--- config.mk ---
export PLATFORM = sky130hd
export DESIGN_NAME = tbw_delay
export DESIGN_NICKNAME = d
export VERILOG_FILES = /design/src/hdl/assert_macros.svh /design/src/hdl/tbw_delay.sv
export SDC_FILE = /design/constraint.sdc
export NUM_CORES = 1
export LEC_CHECK = 0
export BUFFER_PORTS_ARGS = -buffer_cell sky130_fd_sc_hd__buf_4
export CAP_MARGIN = 20
export CELL_PAD_IN_SITES_DETAIL_PLACEMENT = 1
export CELL_PAD_IN_SITES_GLOBAL_PLACEMENT = 2
export CORE_AREA = 2 2 39 41
export CTS_BUF_LIST = sky130_fd_sc_hd__clkbuf_8
export DETAILED_ROUTE_END_ITERATION = 7
export DIE_AREA = 0 0 41 43
export GPL_TIMING_DRIVEN = 0
export PLACE_DENSITY_LB_ADDON = 0.2
export SETUP_SLACK_MARGIN = 0.05
export SLEW_MARGIN = 5
export SYNTH_ARGS = -nofsm -noshare
export SYNTH_HDL_FRONTEND = slang
export SYNTH_SLANG_ARGS = --single-unit
--- constraint.sdc ---
create_clock -name clock -period 1 [get_ports clock]
set_clock_uncertainty 0.2 [all_clocks]
set_input_delay 0.05 -clock clock [delete_from_list [all_inputs] [get_ports clock]]
set_output_delay 0.05 -clock clock [all_outputs]
set_load 0.05 [all_outputs]
--- src/hdl/assert_macros.svh ---
// Assertion macros shared by the triangle weight block.
// Needs nothing else; included by the files that carry assertions.
`ifndef ASSERT_MACROS_SVH
`define ASSERT_MACROS_SVH

// Same-cycle implication, disabled while reset is high.
`define TBW_ASSERT_IMP(lbl, clk, rst, ante, cons) \
   lbl: assert property (@(posedge clk) disable iff (rst) (ante) |-> (cons)) \
      else $error("Assertion failed.");

// Next-cycle implication, disabled while reset is high.
`define TBW_ASSERT_NEXT(lbl, clk, rst, ante, cons) \
   lbl: assert property (@(posedge clk) disable iff (rst) (ante) |=> (cons)) \
      else $error("Assertion failed.");

`endif

--- src/hdl/tbw_delay.sv ---
// Stallable delay line that carries valid bits and case codes beside the divider.
// Self-contained; used by the triangle weight top level.
module tbw_delay #(
   parameter int WIDTH = 4,
   parameter int DEPTH = 2
) (
   input  logic             clock,
   input  logic             reset,
   input  logic             enable,
   input  logic [WIDTH-1:0] din,
   output logic [WIDTH-1:0] dout
);
   logic [WIDTH-1:0] stage_ff [DEPTH];

   always_ff @(posedge clock) begin
      if (reset) begin
         for (int i = 0; i < DEPTH; i++) stage_ff[i] <= '0;
      end else if (enable) begin
         stage_ff[0] <= din;
         for (int i = 1; i < DEPTH; i++) stage_ff[i] <= stage_ff[i-1];
      end
   end

   assign dout = stage_ff[DEPTH-1];
endmodule

==> run_results.csv <==
group,metric,value,unit
run_status,status,"finished with violations",
run_status,violations,"negative hold slack, negative setup slack",
hold_path,min_path_type,"input pin to register",
yosys,synth_compound_area_frac,0,
hold_path,holdCritStartpoint,"din[3]",
floorplanning,dieArea,0.00176,sq mm
setup_path,crit_path_cell_trace,"buf_8",
timing,finalSetupViolCount,4,
yosys,syn_area,347,sq um
detailed_routing,wl_met1,216,um
timing,period_needed,1.05,ns
detailed_routing,routed.top_layer,"met3",
timing,maxSlewHeadroom,0.773,
global_routing,grt_pass1_vias,173,
floorplanning,start_util,0.250,
final_layout,syn_to_final_growth,39.4,%
setup_path,cpMaxStageDelayCell,"edfxtp_1",
detailed_routing,viasPerCell,4.28,
floorplanning,coreArea,0.00138,sq mm
yosys,synth.area.mux_share,0,
floorplanning,io_pins,11,
global_routing,grt_start_max_net_pins,10,
power,ir_drop,789,uV
detailed_routing,wl_met2,231,um
final_layout,nNetsFinal,39,
setup_path,startpoint_type,"register",
clocking,path_clk_slew,0.04,ns
setup_path,cp_slowest_stage_delay,0.40,ns
yosys,synth-seq-area-share,0.693,
setup_path,crit_cells,1,
timing,fin_crit_sh,1.05,
yosys,synthesis.instances,21,
clocking,post_cts_buffers,0,
floorplanning,die_x,41,um
final_layout,instances_no_fill,46,
clocking,cts_tree,"yes",
global_routing,antenna_found_initial,0,
setup_path,critical_path_peak_fanout,1,
setup_path,end_kind,"primary output",
job,max-cap-violations,0,
final_layout,regMostFlops,"stage_ff",
yosys,synth_area_leader_cell,"edfxtp_1",
final_layout,antennaDiodeCount,0,
clocking,htreeDepth,1,
power,power.leakage,0.000226,uW
setup_path,reg2regPathDepth,1,
setup_path,path_delay_family,"flip-flops",
setup_path,path_class,"register to primary output",
final_layout,final_util,0.349,
yosys,synth_top_family_by_area,"simple AND/OR/NAND/NOR gates",
timing,max_slew.worst_pin.slew,0.341,ns
yosys,synth_xor_xnor_area_share,0,
yosys,synth_area_leaders,"edfxtp_1, and3b_1, buf_4, or2_1",
timing,final_hold_viol_count,4,
setup_path,critPathRequiredTime,0.75,ns
detailed_routing,num_vias,197,
timing,slew_violations,0,
floorplanning,std_cell_rows,14,
floorplanning,die_h,43,um
global_routing,grt_pass1_wl,731,um
setup_path,arrival,0.80,ns
yosys,syn-num-nets,28,
place,portBuffers,10,
hold_path,whs_path_depth,2,
detailed_routing,wl_per_cell,10.7,um
setup_path,path_buf_inv,1,
clocking,cts.sinks,8,
yosys,avgSynthCellArea,16.5,sq um
clocking,cts_buffers,3,
detailed_routing,wl_met3,43,um
global_routing,grt-ovfl-total,0,
timing,setup_slack,-0.0453,ns
timing,hold_slack,-0.0633,ns
final_layout,layout-drive-gt1-share,0.433,
setup_path,crit_path_start,"stage_ff[0][5]$_SDFFCE_PN0P_",
clocking,clockRootBuffer,"clkbuf_8",
final_layout,top_regs,"stage_ff: 8 flops",
place,gp_congestion,0.592,
yosys,ys_seq_elements,8,
power,powerDensity,1870,mW/mm^2
detailed_routing,dr.pass1.iters,4,
final_layout,largest_register_ff_count,8,
yosys,synth-simple-area-share,0.220,
timing,fmax,957,MHz
yosys,yosysWarnings,0,
global_routing,grt_use_total,0.0682,
clocking,cts_buffer_depth,2,
detailed_routing,drt-total-wl,491,um
detailed_routing,ant_nets,0,
clocking,clkLatencyLatePin,0.22,ns
yosys,synthAdderAreaFrac,0,
detailed_routing,dr.first_iter.drc_count,2,
place,dp_cells,47,
yosys,synth_top_area_frac,0.693,
setup_path,reg2reg_setup_slack,0.03,ns
detailed_routing,drc,0,
timing,rsz0062_at_grt,"true",
yosys,yosysUniqueCellTypes,4,
setup_path,r2r_start,"stage_ff[0][1]$_SDFFCE_PN0P_",
## path summary, 6_finish.rpt
| check | to |
|---|---|
| worst min-delay path | stage_ff[0][3]$_SDFFCE_PN0P_ |
| worst max register to register | stage_ff[0][5]$_SDFFCE_PN0P_ |
| worst max-delay path | dout[1] |
| worst min register to register | stage_ff[0][4]$_SDFFCE_PN0P_ |
## power breakdown
group	internal, uW	leakage (uW)	total, uW	switching, uW
Combinational	53.0	0.000117	112	59.4
Clock	260	0.0000216	382	122
Sequential	398	0.0000873	408	9.85
## final cells by class
cell class                      count  area [sq um]
Sequential cell                     8           240
Timing Repair Buffer               10           105
Fill cell                         141           901
Tap cell                           16          20.0
Multi-Input combinational cell      9          76.3
Clock buffer                        3          41.3
## metal layers
metal	vias up	track usage
li1	93	-
met1	93	0.0808
met2	11	0.0781
met3	0	0.0314
met4	0	0.0800
met5	-	0
## cell usage after synthesis (all sizes together)
cell / n
or2: 1
buf: 4
and3b: 8
edfxtp: 8
## cells in the final DEF, fill, tap and decap left out, drive strengths merged
cell type / count
and3b: 8
buf: 10
clkbuf: 3
edfxtp: 8
or2: 1
## what timing repair did
item | CTS | global route
endpoints found under the setup margin | 8 | 8
pin swaps | 0 | 0
gates resized for setup | 8 | 0
gates cloned | 0 | 0
endpoints found under the hold margin | 4 | 4
## logic make-up (layout without fill, tap and decap cells)
kind of cell  count (synthesis)  after routing
buf+inv                       4             13
flops                         8              8
simple gates                  9              9
## metrics by stage
step / hold slack (ns) / worst slack, ns / TNS, ns / total power (uW) / instance area (sq um)
6_report: -0.0633 / -0.0453 / -0.145 / 903 / 483
2_1_floorplan: 0.0828 / 0.0693 / 0 / 478 / 347
4_1_cts: -0.0659 / -0.0581 / -0.196 / 915 / 483
3_5_place_dp: 0.169 / -0.0578 / -0.462 / 523 / 442
5_1_grt: -0.0601 / -0.0677 / -0.238 / 944 / 483
3_3_place_gp: 0.162 / -0.0233 / -0.185 / 517 / 442
No activity file was read; power rests on OpenSTA's default activity.
